## src/rtl/right_cauchy_green_tensor_assert.svh

```systemverilog
// Assertion macros for the right Cauchy-Green tensor block.
// Expects clk and rst_n in the scope of use; no other dependencies.
`ifndef RIGHT_CAUCHY_GREEN_TENSOR_ASSERT_SVH
`define RIGHT_CAUCHY_GREEN_TENSOR_ASSERT_SVH

// Checked only out of reset.
`define RCG_ASSERT(lbl, prop, msg) \
  lbl: assert property (@(posedge clk) disable iff (!rst_n) prop) else $error(msg);

// Checked during reset as well.
`define RCG_ASSERT_ALWAYS(lbl, prop, msg) \
  lbl: assert property (@(posedge clk) prop) else $error(msg);

`endif

```

## src/rtl/rcg_pkg.sv

```systemverilog
// Shared sizes, stage payload types and index helpers for the tensor pipeline.
// No dependencies; imported by every rcg module and the top level.
package rcg_pkg;

  localparam int IN_WIDTH  = 16;
  localparam int FRAC_BITS = 12;
  localparam int OUT_WIDTH = 24;
  localparam int N_DIM     = 3;
  localparam int N_ELEM    = N_DIM * N_DIM;
  localparam int N_UNIQ    = 6;
  localparam int PROD_W    = 2 * IN_WIDTH;
  localparam int LIN_W     = IN_WIDTH + 1;
  localparam int SUM_W     = ((2 * IN_WIDTH + 2) > (FRAC_BITS + OUT_WIDTH)) ?
                             (2 * IN_WIDTH + 2) : (FRAC_BITS + OUT_WIDTH);

  typedef logic signed [IN_WIDTH-1:0]  elem_t;
  typedef logic signed [PROD_W-1:0]    prod_t;
  typedef logic signed [LIN_W-1:0]     lin_t;
  typedef logic signed [SUM_W-1:0]     sum_t;
  typedef logic signed [OUT_WIDTH-1:0] res_t;

  localparam sum_t ONE_FIX = sum_t'(SUM_W'(1) << FRAC_BITS);

  typedef struct {
    elem_t f [N_ELEM];
    logic  last;
    logic  lin_mode;
  } grad_t;

  typedef struct {
    prod_t prod [N_UNIQ][N_DIM];
    lin_t  lin  [N_UNIQ];
    logic  last;
    logic  lin_mode;
  } prod_stage_t;

  typedef struct {
    sum_t sum [N_UNIQ];
    lin_t lin [N_UNIQ];
    logic last;
    logic lin_mode;
  } sum_stage_t;

  typedef struct {
    res_t c [N_UNIQ];
    logic last;
  } res_stage_t;

  // C is symmetric: upper-triangle entries in row-major order.
  function automatic int uniq_row(input int u);
    int r;
    case (u)
      0, 1, 2: r = 0;
      3, 4:    r = 1;
      default: r = 2;
    endcase
    return r;
  endfunction

  function automatic int uniq_col(input int u);
    int c;
    case (u)
      0:       c = 0;
      1, 3:    c = 1;
      default: c = 2;
    endcase
    return c;
  endfunction

endpackage

```

## src/rtl/rcg_sum.sv

```systemverilog
// Stage 2: sums the three products of each tensor entry, registered.
// Depends on rcg_pkg.
module rcg_sum
  import rcg_pkg::*;
(
  input  logic        clk,
  input  logic        rst_n,
  input  logic        up_valid,
  output logic        up_ready,
  input  prod_stage_t up_data,
  output logic        dn_valid,
  input  logic        dn_ready,
  output sum_stage_t  dn_data
);

  logic       valid_r;
  sum_stage_t data_r;
  sum_stage_t data_nxt;
  sum_t       sum_nxt [N_UNIQ];

  for (genvar u = 0; u < N_UNIQ; u++) begin : g_uniq
    assign sum_nxt[u] = SUM_W'(up_data.prod[u][0]) + SUM_W'(up_data.prod[u][1])
                      + SUM_W'(up_data.prod[u][2]);
  end

  always_comb begin
    data_nxt.sum      = sum_nxt;
    data_nxt.lin      = up_data.lin;
    data_nxt.last     = up_data.last;
    data_nxt.lin_mode = up_data.lin_mode;
  end

  assign up_ready = !valid_r || dn_ready;

  always_ff @(posedge clk) begin
    if (!rst_n) begin
      valid_r <= 1'b0;
    end else if (up_ready) begin
      valid_r <= up_valid;
    end
  end

  always_ff @(posedge clk) begin
    if (up_ready && up_valid) begin
      data_r <= data_nxt;
    end
  end

  assign dn_valid = valid_r;
  assign dn_data  = data_r;

endmodule

```

## config.mk

```make
export PLATFORM = sky130hd
export DESIGN_NAME = rcg_sum
export DESIGN_NICKNAME = d
export VERILOG_FILES = /design/src/rtl/right_cauchy_green_tensor_assert.svh /design/src/rtl/rcg_pkg.sv /design/src/rtl/rcg_sum.sv
export SDC_FILE = /design/constraint.sdc
export NUM_CORES = 1
export LEC_CHECK = 0
export BUFFER_PORTS_ARGS = -buffer_cell sky130_fd_sc_hd__buf_2
export CORE_AREA = 10 10 381 383
export DETAILED_ROUTE_END_ITERATION = 12
export DIE_AREA = 0 0 391 393
export SYNTH_ARGS = -nofsm -noshare
export SYNTH_HDL_FRONTEND = slang
export SYNTH_SLANG_ARGS = --single-unit
```

## constraint.sdc

```tcl
create_clock -name clk -period 11.2 [get_ports clk]
set_input_delay 2.24 -clock clk [delete_from_list [all_inputs] [get_ports clk]]
set_output_delay 2.24 -clock clk [all_outputs]
set_load 0.005 [all_outputs]
```

==> impl_metrics.toml <==
[floorplanning]
ioPinCount = 1006
die_h_um = 393
die_x_um = 391
die_area_um2 = 154000
core_um2 = 137000
rows = 136
start_util_pct = 16.2

[global_route]
grt_pass1_vias = 19700
grt_pass1_wl_mm = 142
grt-ovfl-total = 0
antenna_found_initial = 21
grt_max_degree = 142
grt_usage_pct = 12.7

[worst_setup_path]
end_kind = "flop"
rrSetupSlack_ps = 8720
reg2reg_depth = 3
cp_max_fo = 5
critPathLaunch = "up_data[143]"
endpoint = "dn_data[136]"
crit_type = "input port to flop"
startpoint_type = "input port"
timing.rr.end = "dn_data[62]"
crit_required_ps = 11530
crit_arrival_ps = 6200
slowest_delay_ps = 970
slowest_stage = "o211ai_1"
path_cells = "buf_2, fa_1, ha_1, a2111oi_0, o21ai_0, a31oi_1, o21bai_1, nand3_1, a211oi_1, o211ai_1, nand2b_1, a221oi_1, xnor2_1"
timing.rr.start = "dn_valid"

[cells_and_area]
regArea_um2 = 9270
area_growth_pct = 39.7
fin_cells = 4628
drive_above_1_share_pct = 39.2
multi_input_area_um2 = 12500
layout.nets = 3865
fill_cells = 14800

[sta]
hold_viol_final = 0
setup_viol = 0
fmax_mhz = 170
min_period_ps = 5870
hold_ws_ps = 775
slew_violations = 0
worst_pin_slew_ps = 1180
tns_ps = 0
slew_headroom_pct = 20.8
fin_skew_ps = 14.0
post-route-period-util_pct = 52.4
rsz0062_at_grt = "no"

[placed_design]
io_buffer_count = 1005
place_inst = 4537
routabilityCongestion = 0.964
hpwl_mm = 91.1

[pwr]
powerDensity_nw_per_um2 = 170
ir_worst_vdd_mv = 0.0935
leakage_nw = 13.6

[detailed_routing]
antenna_left = 0
route.met2.wl_mm = 49.5
routed_wl_mm = 104
vias = 18700
drt_first_pass_iters = 5
m1WireLength_mm = 43.4
drt-initial-drc-count = 1212
drcViolationCount = 0
dr_wl_met3_mm = 8.71
highest_layer = "met5"
wl_per_cell_um = 22.5
via_per_inst = 4.03

[logic_synthesis]
syn_inst = 1757
syn_area_um2 = 22200
synth_ff_type = "edfxtp_1"
postSynth.asyncResetShare_pct = 0
synth_edf_count = 308
yosys_register_bits = 309
seq_area_frac_synth_pct = 41.8
ys_types = 68
ys_warn_count = 0
synth_area_per_cell_um2 = 12.6
syn_nets = 2831

[status]
status = "finished clean"

[clocking]
postCtsSetupBuffers = 0
htree_levels = 2
cts_resized = 0
insertion_delay_ps = 600
hold_buffers = 0
cts.root.buffer_cell = "clkbuf_16"
cts.clk_slew.worst_paths_ps = 60
cts_num_sinks = 309
clk_path_buf_depth = 3
cts_tree = "done"
numCtsBuffers = 46

[min_path]
hold_path.class = "flop to flop"

[run]
cap_violations = 0
stage by stage:
stage / setup WS, ps / util [%] / power, mW / area (um^2)
floorplan: 1110 / - / 2.85 / 22200
global placement: 4660 / 21.4 / 3.77 / 29400
detailed placement: 4670 / 21.4 / 3.78 / 29400
CTS: 5370 / 22.6 / 5.37 / 31000
global route: 4970 / 22.6 / 5.61 / 31000
finish: 5330 / 22.6 / 5.28 / 31000
area by class of cell:
cell class,instances,share of cell area (%)
multi-input combinational,1342,40.2
sequential,309,29.9
timing repair buffer,1013,16.5
tap,1794,7.24
clock buffer,52,3.86
clock inverter,34,1.23
inverter,79,0.957
antenna,5,0.0404
cells in the final DEF, fill, tap and decap left out, drive strengths merged, types with 14 or more instances in the layout:
master	synthesis	layout
o21ai	84	84
clkinv	0	17
nor3	23	23
a21oi	169	169
a211oi	21	21
edfxtp	308	308
fa	198	198
nand3	32	32
a21o	91	91
a31oi	18	18
ha	192	192
inv	79	83
xnor2	120	120
o21a	19	19
o21bai	26	26
clkbuf	15	52
xor2	51	51
nand2b	14	14
nor2	62	62
nand2	83	83
buf	12	1013
critical path: cells and delay by family:
family / cells / cell delay (ps)
fa+ha+maj: 2 / 860
compound gates: 7 / 2520
xor+xnor: 1 / 110
buf+inv: 1 / 130
simple gates: 2 / 330
how the worst min path moves through the flow:
stage / cells past startpoint / to / from / slack (ps)
global route: 2 / dn_valid / dn_valid / 970
floorplan: 2 / dn_valid / dn_valid / 540
detailed placement: 2 / dn_valid / dn_valid / 850
CTS: 2 / dn_valid / dn_valid / 880
finish: 2 / dn_valid / dn_valid / 780
global placement: 2 / dn_valid / dn_valid / 880
cell usage after synthesis (4+ instances only):
library cell  instances  share of area (%)
a221oi_1              5               0.20
a211oi_1             21               0.71
a41oi_1               4               0.16
nor4_1                4               0.11
a21oi_1             169                3.8
a2111oi_0             6               0.24
nand4_1              13               0.37
o211ai_1              9               0.30
a221o_1               5               0.23
a21o_1               90                3.0
o21ai_0              73                1.6
o31a_1                4               0.16
nor3b_1               5               0.17
a31o_2                4               0.16
inv_1                79                1.3
o21bai_1             26               0.88
nand2_1              83                1.4
nand3_1              32               0.72
ha_1                192                 11
a31oi_1              17               0.48
buf_4                12               0.41
and2_1                8               0.23
fa_1                198                 18
o21a_1               17               0.58
xnor2_1             120                4.7
xor2_1               51                2.0
o31ai_1               9               0.30
o21ai_1               9               0.20
nand2b_1             14               0.39
nor2b_1              11               0.31
edfxtp_1            308                 42
nor3_1               23               0.52
clkbuf_1             15               0.25
nor2_1               62                1.0
and3_1               13               0.37
registers in the layout (all words and copies together), names as in the netlist:
register	cells
dn_data	308
dn_valid	1
where the power goes:
| group | switching, mW | internal (mW) | total (mW) | leakage (nW) |
|---|---|---|---|---|
| Clock | 0.622 | 0.914 | 1.54 | 0.753 |
| Sequential | 0.0706 | 1.59 | 1.66 | 2.99 |
| Combinational | 1.21 | 0.867 | 2.08 | 9.82 |
| Total | 1.90 | 3.38 | 5.28 | 13.6 |
cells by family after synthesis:
logic type / after synthesis / synth area share (%)
DFF: 309 / 41.8
buffers and inverters: 106 / 2.00
adders and majority gates: 390 / 28.7
and+or+nand+nor: 276 / 5.92
AOI/OAI and AO/OA: 505 / 14.8
xor gates and xnor gates: 171 / 6.75
metal layers:
| metal | track usage, % | vias up |
|---|---|---|
| met3 | 3.76 | 127 |
| met2 | 21.0 | 825 |
| met1 | 16.0 | 9097 |
| met4 | 3.61 | 4 |
| li1 | - | 8609 |
| met5 | 0 | - |
Note: power is estimated with default switching activity, not from simulation.
