**config.mk**
```make
export PLATFORM = sky130hd
export DESIGN_NAME = rcg_out
export DESIGN_NICKNAME = d
export VERILOG_FILES = /design/src/rtl/right_cauchy_green_tensor_assert.svh /design/src/rtl/rcg_pkg.sv /design/src/rtl/rcg_out.sv
export SDC_FILE = /design/constraint.sdc
export NUM_CORES = 1
export LEC_CHECK = 0
export BUFFER_PORTS_ARGS = -buffer_cell sky130_fd_sc_hd__buf_2
export CAP_MARGIN = 30
export CORE_AREA = 2 2 181 183
export CTS_BUF_LIST = sky130_fd_sc_hd__clkbuf_8 sky130_fd_sc_hd__clkbuf_16
export CTS_CLUSTER_DIAMETER = 60
export CTS_CLUSTER_SIZE = 30
export DETAILED_ROUTE_END_ITERATION = 10
export DIE_AREA = 0 0 183 185
export GPL_TIMING_DRIVEN = 0
export PLACE_DENSITY_LB_ADDON = 0.08
export SYNTH_ARGS = -nofsm -noshare
export SYNTH_HDL_FRONTEND = slang
export SYNTH_SLANG_ARGS = --single-unit
```
**constraint.sdc**
```tcl
create_clock -name clk -period 6.7 [get_ports clk]
set_clock_uncertainty 0.15 [all_clocks]
set_input_delay 1.34 -clock clk [delete_from_list [all_inputs] [get_ports clk]]
set_output_delay 1.34 -clock clk [all_outputs]
set_load 0.05 [all_outputs]
```
**src/rtl/right_cauchy_green_tensor_assert.svh**
```systemverilog
// Assertion macros for the right Cauchy-Green tensor block.
// Expects clk and rst_n in the scope of use; no other dependencies.
`ifndef RIGHT_CAUCHY_GREEN_TENSOR_ASSERT_SVH
`define RIGHT_CAUCHY_GREEN_TENSOR_ASSERT_SVH

// Checked only out of reset.
`define RCG_ASSERT(lbl, prop, msg) \
  lbl: assert property (@(posedge clk) disable iff (!rst_n) prop) else $error(msg);

// Checked during reset as well.
`define RCG_ASSERT_ALWAYS(lbl, prop, msg) \
  lbl: assert property (@(posedge clk) prop) else $error(msg);

`endif

```
**src/rtl/rcg_pkg.sv**
```systemverilog
// Shared sizes, stage payload types and index helpers for the tensor pipeline.
// No dependencies; imported by every rcg module and the top level.
package rcg_pkg;

  localparam int IN_WIDTH  = 16;
  localparam int FRAC_BITS = 12;
  localparam int OUT_WIDTH = 24;
  localparam int N_DIM     = 3;
  localparam int N_ELEM    = N_DIM * N_DIM;
  localparam int N_UNIQ    = 6;
  localparam int PROD_W    = 2 * IN_WIDTH;
  localparam int LIN_W     = IN_WIDTH + 1;
  localparam int SUM_W     = ((2 * IN_WIDTH + 2) > (FRAC_BITS + OUT_WIDTH)) ?
                             (2 * IN_WIDTH + 2) : (FRAC_BITS + OUT_WIDTH);

  typedef logic signed [IN_WIDTH-1:0]  elem_t;
  typedef logic signed [PROD_W-1:0]    prod_t;
  typedef logic signed [LIN_W-1:0]     lin_t;
  typedef logic signed [SUM_W-1:0]     sum_t;
  typedef logic signed [OUT_WIDTH-1:0] res_t;

  localparam sum_t ONE_FIX = sum_t'(SUM_W'(1) << FRAC_BITS);

  typedef struct {
    elem_t f [N_ELEM];
    logic  last;
    logic  lin_mode;
  } grad_t;

  typedef struct {
    prod_t prod [N_UNIQ][N_DIM];
    lin_t  lin  [N_UNIQ];
    logic  last;
    logic  lin_mode;
  } prod_stage_t;

  typedef struct {
    sum_t sum [N_UNIQ];
    lin_t lin [N_UNIQ];
    logic last;
    logic lin_mode;
  } sum_stage_t;

  typedef struct {
    res_t c [N_UNIQ];
    logic last;
  } res_stage_t;

  // C is symmetric: upper-triangle entries in row-major order.
  function automatic int uniq_row(input int u);
    int r;
    case (u)
      0, 1, 2: r = 0;
      3, 4:    r = 1;
      default: r = 2;
    endcase
    return r;
  endfunction

  function automatic int uniq_col(input int u);
    int c;
    case (u)
      0:       c = 0;
      1, 3:    c = 1;
      default: c = 2;
    endcase
    return c;
  endfunction

endpackage

```
**src/rtl/rcg_out.sv**
```systemverilog
// Stage 3: rescale or subtract identity, select by mode, output register.
// Depends on rcg_pkg.
module rcg_out
  import rcg_pkg::*;
(
  input  logic       clk,
  input  logic       rst_n,
  input  logic       up_valid,
  output logic       up_ready,
  input  sum_stage_t up_data,
  output logic       dn_valid,
  input  logic       dn_ready,
  output res_stage_t dn_data
);

  logic       valid_r;
  res_stage_t data_r;
  res_stage_t data_nxt;
  res_t       c_nxt [N_UNIQ];
  sum_t       lin_full [N_UNIQ];

  for (genvar u = 0; u < N_UNIQ; u++) begin : g_uniq
    if (uniq_row(u) == uniq_col(u)) begin : g_diag
      assign lin_full[u] = SUM_W'(up_data.lin[u]) - ONE_FIX;
    end else begin : g_off
      assign lin_full[u] = SUM_W'(up_data.lin[u]);
    end
    assign c_nxt[u] = up_data.lin_mode ? lin_full[u][OUT_WIDTH-1:0]
                                       : up_data.sum[u][FRAC_BITS +: OUT_WIDTH];
  end

  always_comb begin
    data_nxt.c    = c_nxt;
    data_nxt.last = up_data.last;
  end

  assign up_ready = !valid_r || dn_ready;

  always_ff @(posedge clk) begin
    if (!rst_n) begin
      valid_r <= 1'b0;
    end else if (up_ready) begin
      valid_r <= up_valid;
    end
  end

  always_ff @(posedge clk) begin
    if (up_ready && up_valid) begin
      data_r <= data_nxt;
    end
  end

  assign dn_valid = valid_r;
  assign dn_data  = data_r;

endmodule

```
==> impl_metrics.tcl, run 1 <==
set metrics [dict create \
    status "finished clean" \
    rsz0062_at_grt "false" \
    synth_area_per_cell_sq_um 15.8 \
    ys_seq_area_frac 0.690 \
    cts_hold_buf 0 \
    r2r_cells 3 \
    vias_per_cell 3.83 \
    finalMaxSlewViolations 0 \
    antenna_left 0 \
    initial_core_util 0.198 \
    path_cells "buf_2 -> nand2b_1 -> buf_2" \
    synthArstFlopShare 0 \
    tightest_slew_ps 740 \
    drt_pre_antenna_iters 4 \
    cpMostUsedCell "buf_2" \
    drc_errors 0 \
    yosys.area.top_type_share 0.687 \
    setup_violations 0 \
    synth_warnings 0 \
    clockBufferDepth 2 \
    cts.clk_slew.worst_paths_ps 70 \
    post-dp-hpwl_microns 16300 \
    grt_use_total 0.122 \
    synth_cells 402 \
    syn_nets 729 \
    drt_iter0_markers 199 \
    slowest_delay_ps 220 \
    utilization 0.298 \
    cp-startpoint "dn_ready" \
    r2r_start "dn_valid" \
    path_max_fanout 3 \
    instances_no_fill 1244 \
    cts_resized 0 \
    vias 4770 \
    timing.final.crit_share 0.493 \
    synth_edf_count 145 \
    overflow 0 \
    cts_max_level 4 \
    dp_cells 1209 \
    synthTopCellsByArea "edfxtp_1 69%, mux2_2 11%, mux2_4 6.4%" \
    slew_headroom 0.507 \
    clk_latency_ps 430 \
    die_h_microns 185 \
    dieArea_sq_um 33900 \
    ys.flop_type "edfxtp_1" \
    yosysTopAreaCell "edfxtp_1" \
    grt_pass1_vias 4777 \
    ios 471 \
    fmax_mhz 303 \
    worstPathRequired_ps 5210 \
    die_x_microns 183 \
    startpoint_type "input port" \
    wire_per_inst_microns 16.9 \
    clock-sinks 146 \
    cts_buffers 17 \
    p_leak_nw 4.32 \
    antenna_found_initial 5 \
    fp-row-count 66 \
    crit_arrival_ps 1810 \
    cts_tree "built" \
    hold_viol_final 0 \
    grt_max_degree 55 \
    syn_area_sq_um 6340 \
    maxCapViolations 0 \
    ff2ff_setup_slack_ps 4760 \
    cp-end-kind "output pin" \
    grt_pass1_wl_microns 29800 \
    crit_slowest_cell "buf_2" \
    core_sq_um 32000 \
    io_buffers 397 \
    cp-endpoint "up_ready" \
    reg2reg_to "dn_data[76]" \
    ir_drop_v 0.000147 \
    period_needed_ps 3300 \
    p_per_area_nw_per_um2 280 \
    post_cts_buffers 0 \
    setup_tns_ps 0 \
    syn_to_final_growth_pct 50.7 \
    yosysUniqueCellTypes 23 \
    crit_type "input port to output pin" \
    ys_ff_latch 146 \
    layout-drive-gt1-share 0.642 \
    gp_congestion 0.674 \
    wl_microns 21100 \
    hold_class "register to register" \
    cts-root-buf "clkbuf_16" \
    nNetsFinal 1147 \
]
-- flip-flops by register name, summed over array words and instances, names as in the netlist --
signal / count
dn_valid: 1
dn_data: 145
-- layer usage --
layer	global-route usage	up-vias	wire, microns
li1	-	2308	-
met2	0.198	263	9870
met1	0.140	2175	8490
met4	0.0422	4	278
met3	0.0586	20	2380
met5	0	-	27
-- kinds of logic after synthesis --
kind of cell | synth area share
flip-flops | 0.690
multiplexers | 0.174
buffers and inverters | 0.0525
AO/OA/AOI/OAI | 0.0553
AND/OR/NAND/NOR | 0.0144
XOR/XNOR | 0.00829
adder cells (fa/ha/maj) | 0.00592
-- report_power, final --
group          leakage [nW]  switching (mW)  internal [mW]
clock network         0.314           0.398          0.670
registers              1.42          0.0133           1.09
logic                  2.59           0.347          0.160
total                  4.32           0.758           1.92
-- cells in the mapped netlist (4+ instances only) --
library cell / n
buf_2: 8
a21oi_1: 7
buf_1: 4
edfxtp_1: 145
o21ai_0: 51
nor2_1: 7
buf_6: 5
mux2_4: 27
inv_1: 57
mux2_2: 60
xnor2_1: 6
-- metrics by stage --
step           area [sq um]  total power, mW  hold slack [ps]  worst slack (ps)
2_1_floorplan          6340             1.47              996               835
3_3_place_gp           8840             1.64              381             -1060
3_5_place_dp           8890             1.64              379              3400
4_1_cts                9550             2.73              392              3400
5_1_grt                9550             2.79              438              3380
6_report               9550             2.68              394              3400
-- worst max-delay path: cells and delay by family --
family	cells	cell delay, ps
buf+inv	2	310
simple gates	1	160
-- final cells by class --
cell class	instances	area [sq um]
Antenna cell	3	7.51
Buffer	18	119
Clock buffer	18	439
Clock inverter	14	213
Fill cell	3405	22500
Inverter	57	214
Multi-Input combinational cell	181	1640
Sequential cell	146	4370
Tap cell	408	510
Timing Repair Buffer	399	2040
-- layout by cell type (no fill, tap or decap), types with 6 or more instances in the layout --
master / count
inv_1: 58
clkbuf_16: 17
buf_2: 405
o21ai_0: 51
mux2_4: 27
xnor2_1: 6
edfxtp_1: 145
a21oi_1: 7
nor2_1: 7
mux2_2: 60
-- worst min-delay path by stage --
stage	slack (ps)	from	to	cells past startpoint
final	390	dn_valid	dn_valid	2
after global routing	440	dn_valid	dn_valid	2
after CTS	390	dn_valid	dn_valid	2
after detailed placement	380	dn_valid	dn_valid	2
after global placement	380	dn_valid	dn_valid	2
after floorplan	1000	dn_valid	dn_valid	2
Power figures use the tool's default switching activity.
==> run 2: changes to the inputs <==
==> constraint.sdc (replaced) <==
create_clock -name clk -period 3.45 [get_ports clk]
set_clock_uncertainty 0.15 [all_clocks]
set_input_delay 0.69 -clock clk [delete_from_list [all_inputs] [get_ports clk]]
set_output_delay 0.69 -clock clk [all_outputs]
set_load 0.05 [all_outputs]
==> impl_metrics.tcl, run 2 (synthesis results as in run 1) <==
set metrics [dict create \
    r2r_start "dn_valid" \
    grtUsageMet3 0.0700 \
    regArea_sq_um 4370 \
    grt_pass1_wl_microns 29300 \
    largest_reg_flops 145 \
    antenna_left 0 \
    slew_headroom 0.673 \
    cp-end-kind "register" \
    period_needed_ps 2130 \
    cts_hold_buf 0 \
    cts_resized 0 \
    wl_microns 21000 \
    crit_slowest_cell "and2_4" \
    cts_max_level 4 \
    status "finished clean" \
    path_cells "buf_2 -> nand2b_1 -> and2_4 -> buf_16 -> buf_16" \
    layout_commonest_cell "buf_2" \
    clock-sinks 146 \
    setup_violations 0 \
    ios 471 \
    die_x_microns 183 \
    timing.final.crit_share 0.618 \
    setup_tns_ps 0 \
    layout-drive-gt1-share 0.643 \
    post-dp-hpwl_microns 16100 \
    nFillCells 3408 \
    p_leak_nw 4.30 \
    p_per_area_nw_per_um2 530 \
    ir_drop_v 0.000346 \
    pre_cts_ws_ps 812 \
    gp_congestion 0.691 \
    cts-root-buf "clkbuf_16" \
    whs_ps 282 \
    rsz0062_at_grt "false" \
    cp_top_family "buffers and inverters" \
    overflow 0 \
    syn_to_final_growth_pct 49.7 \
    cp_num_buf_inv 3 \
    gr-usage-met2 0.206 \
    clockBufferDepth 2 \
    post_cts_buffers 0 \
    wire_per_inst_microns 16.9 \
    initial_core_util 0.198 \
    maxCapViolations 0 \
    fmax_mhz 469 \
    slowest_delay_ps 460 \
    path_max_fanout 60 \
    setup_ws_ps 1320 \
    startpoint_type "input port" \
    met1_usage 0.124 \
    clk_latency_ps 430 \
    fp-row-count 66 \
    grt_use_total 0.121 \
    nNetsFinal 1147 \
    hold_class "input port to register" \
    finalMaxSlewViolations 0 \
    dp_cells 1209 \
    vias 4756 \
    dieArea_sq_um 33900 \
    hold_viol_final 0 \
    die_h_microns 185 \
    min_from "up_data[1]" \
    io_buffers 397 \
    drt_pre_antenna_iters 4 \
    cp-startpoint "dn_ready" \
    power.total_mw 5.03 \
    crit_type "input port to register" \
    crit_arrival_ps 2080 \
    core_sq_um 32000 \
    final_cell_mix "405 x buf_2, 145 x edfxtp_1, 60 x mux2_2" \
    cpMostUsedCell "buf_16" \
    grt_max_degree 61 \
    cts.clk_slew.worst_paths_ps 60 \
    antenna_found_initial 5 \
    multi_input_area_sq_um 1640 \
    drc_errors 0 \
    worstPathRequired_ps 3390 \
    cts_tree "built" \
    vias_per_cell 3.83 \
    busiest_layer "met2" \
    grt_pass1_vias 4814 \
    cts_buffers 17 \
    drt_iter0_markers 171 \
    tightest_slew_ps 491 \
    instances_no_fill 1243 \
]
==> run 2: cell types whose count changed in the layout (fill, tap and decap cells not counted) <==
cell,delta
inv_1,-1
clkinvlp_4,-1
bufinv_16,-2
diode_2,-1
clkbuf_8,-1
clkinv_2,+5
==> run 2: metrics by stage <==
stage | utilization | cell area (sq um)
2_1_floorplan | - | 6340
3_3_place_gp | 0.276 | 8840
3_5_place_dp | 0.278 | 8890
4_1_cts | 0.296 | 9490
5_1_grt | 0.296 | 9490
6_report | 0.296 | 9490
==> run 2: power by group <==
part	internal [mW]	switching, mW
clock	1.13	0.781
combinational	0.310	0.675
sequential	2.11	0.0257
==> run 2: final cells by class <==
cell class | count | share of cell area
tap | 408 | 0.0538
buffer | 18 | 0.0125
clock inverter | 15 | 0.0175
inverter | 57 | 0.0225
multi-input combinational | 181 | 0.172
timing repair buffer | 399 | 0.215
clock buffer | 17 | 0.0448
antenna | 2 | 0.000527
sequential | 146 | 0.461
==> run 2: routing by layer <==
| layer | vias up | part of all wire |
|---|---|---|
| met4 | 6 | 0.011 |
| met5 | - | 0.0019 |
| li1 | 2302 | - |
| met2 | 264 | 0.48 |
| met1 | 2167 | 0.38 |
| met3 | 17 | 0.12 |
==> run 2: final timing paths <==
path / depth (start not counted) / end / slack [ps]
min reg2reg: 2 / dn_valid / 420
max reg2reg: 4 / dn_data[20] / 1360
min: 1 / dn_data[0] / 280
max: 5 / dn_data[20] / 1320
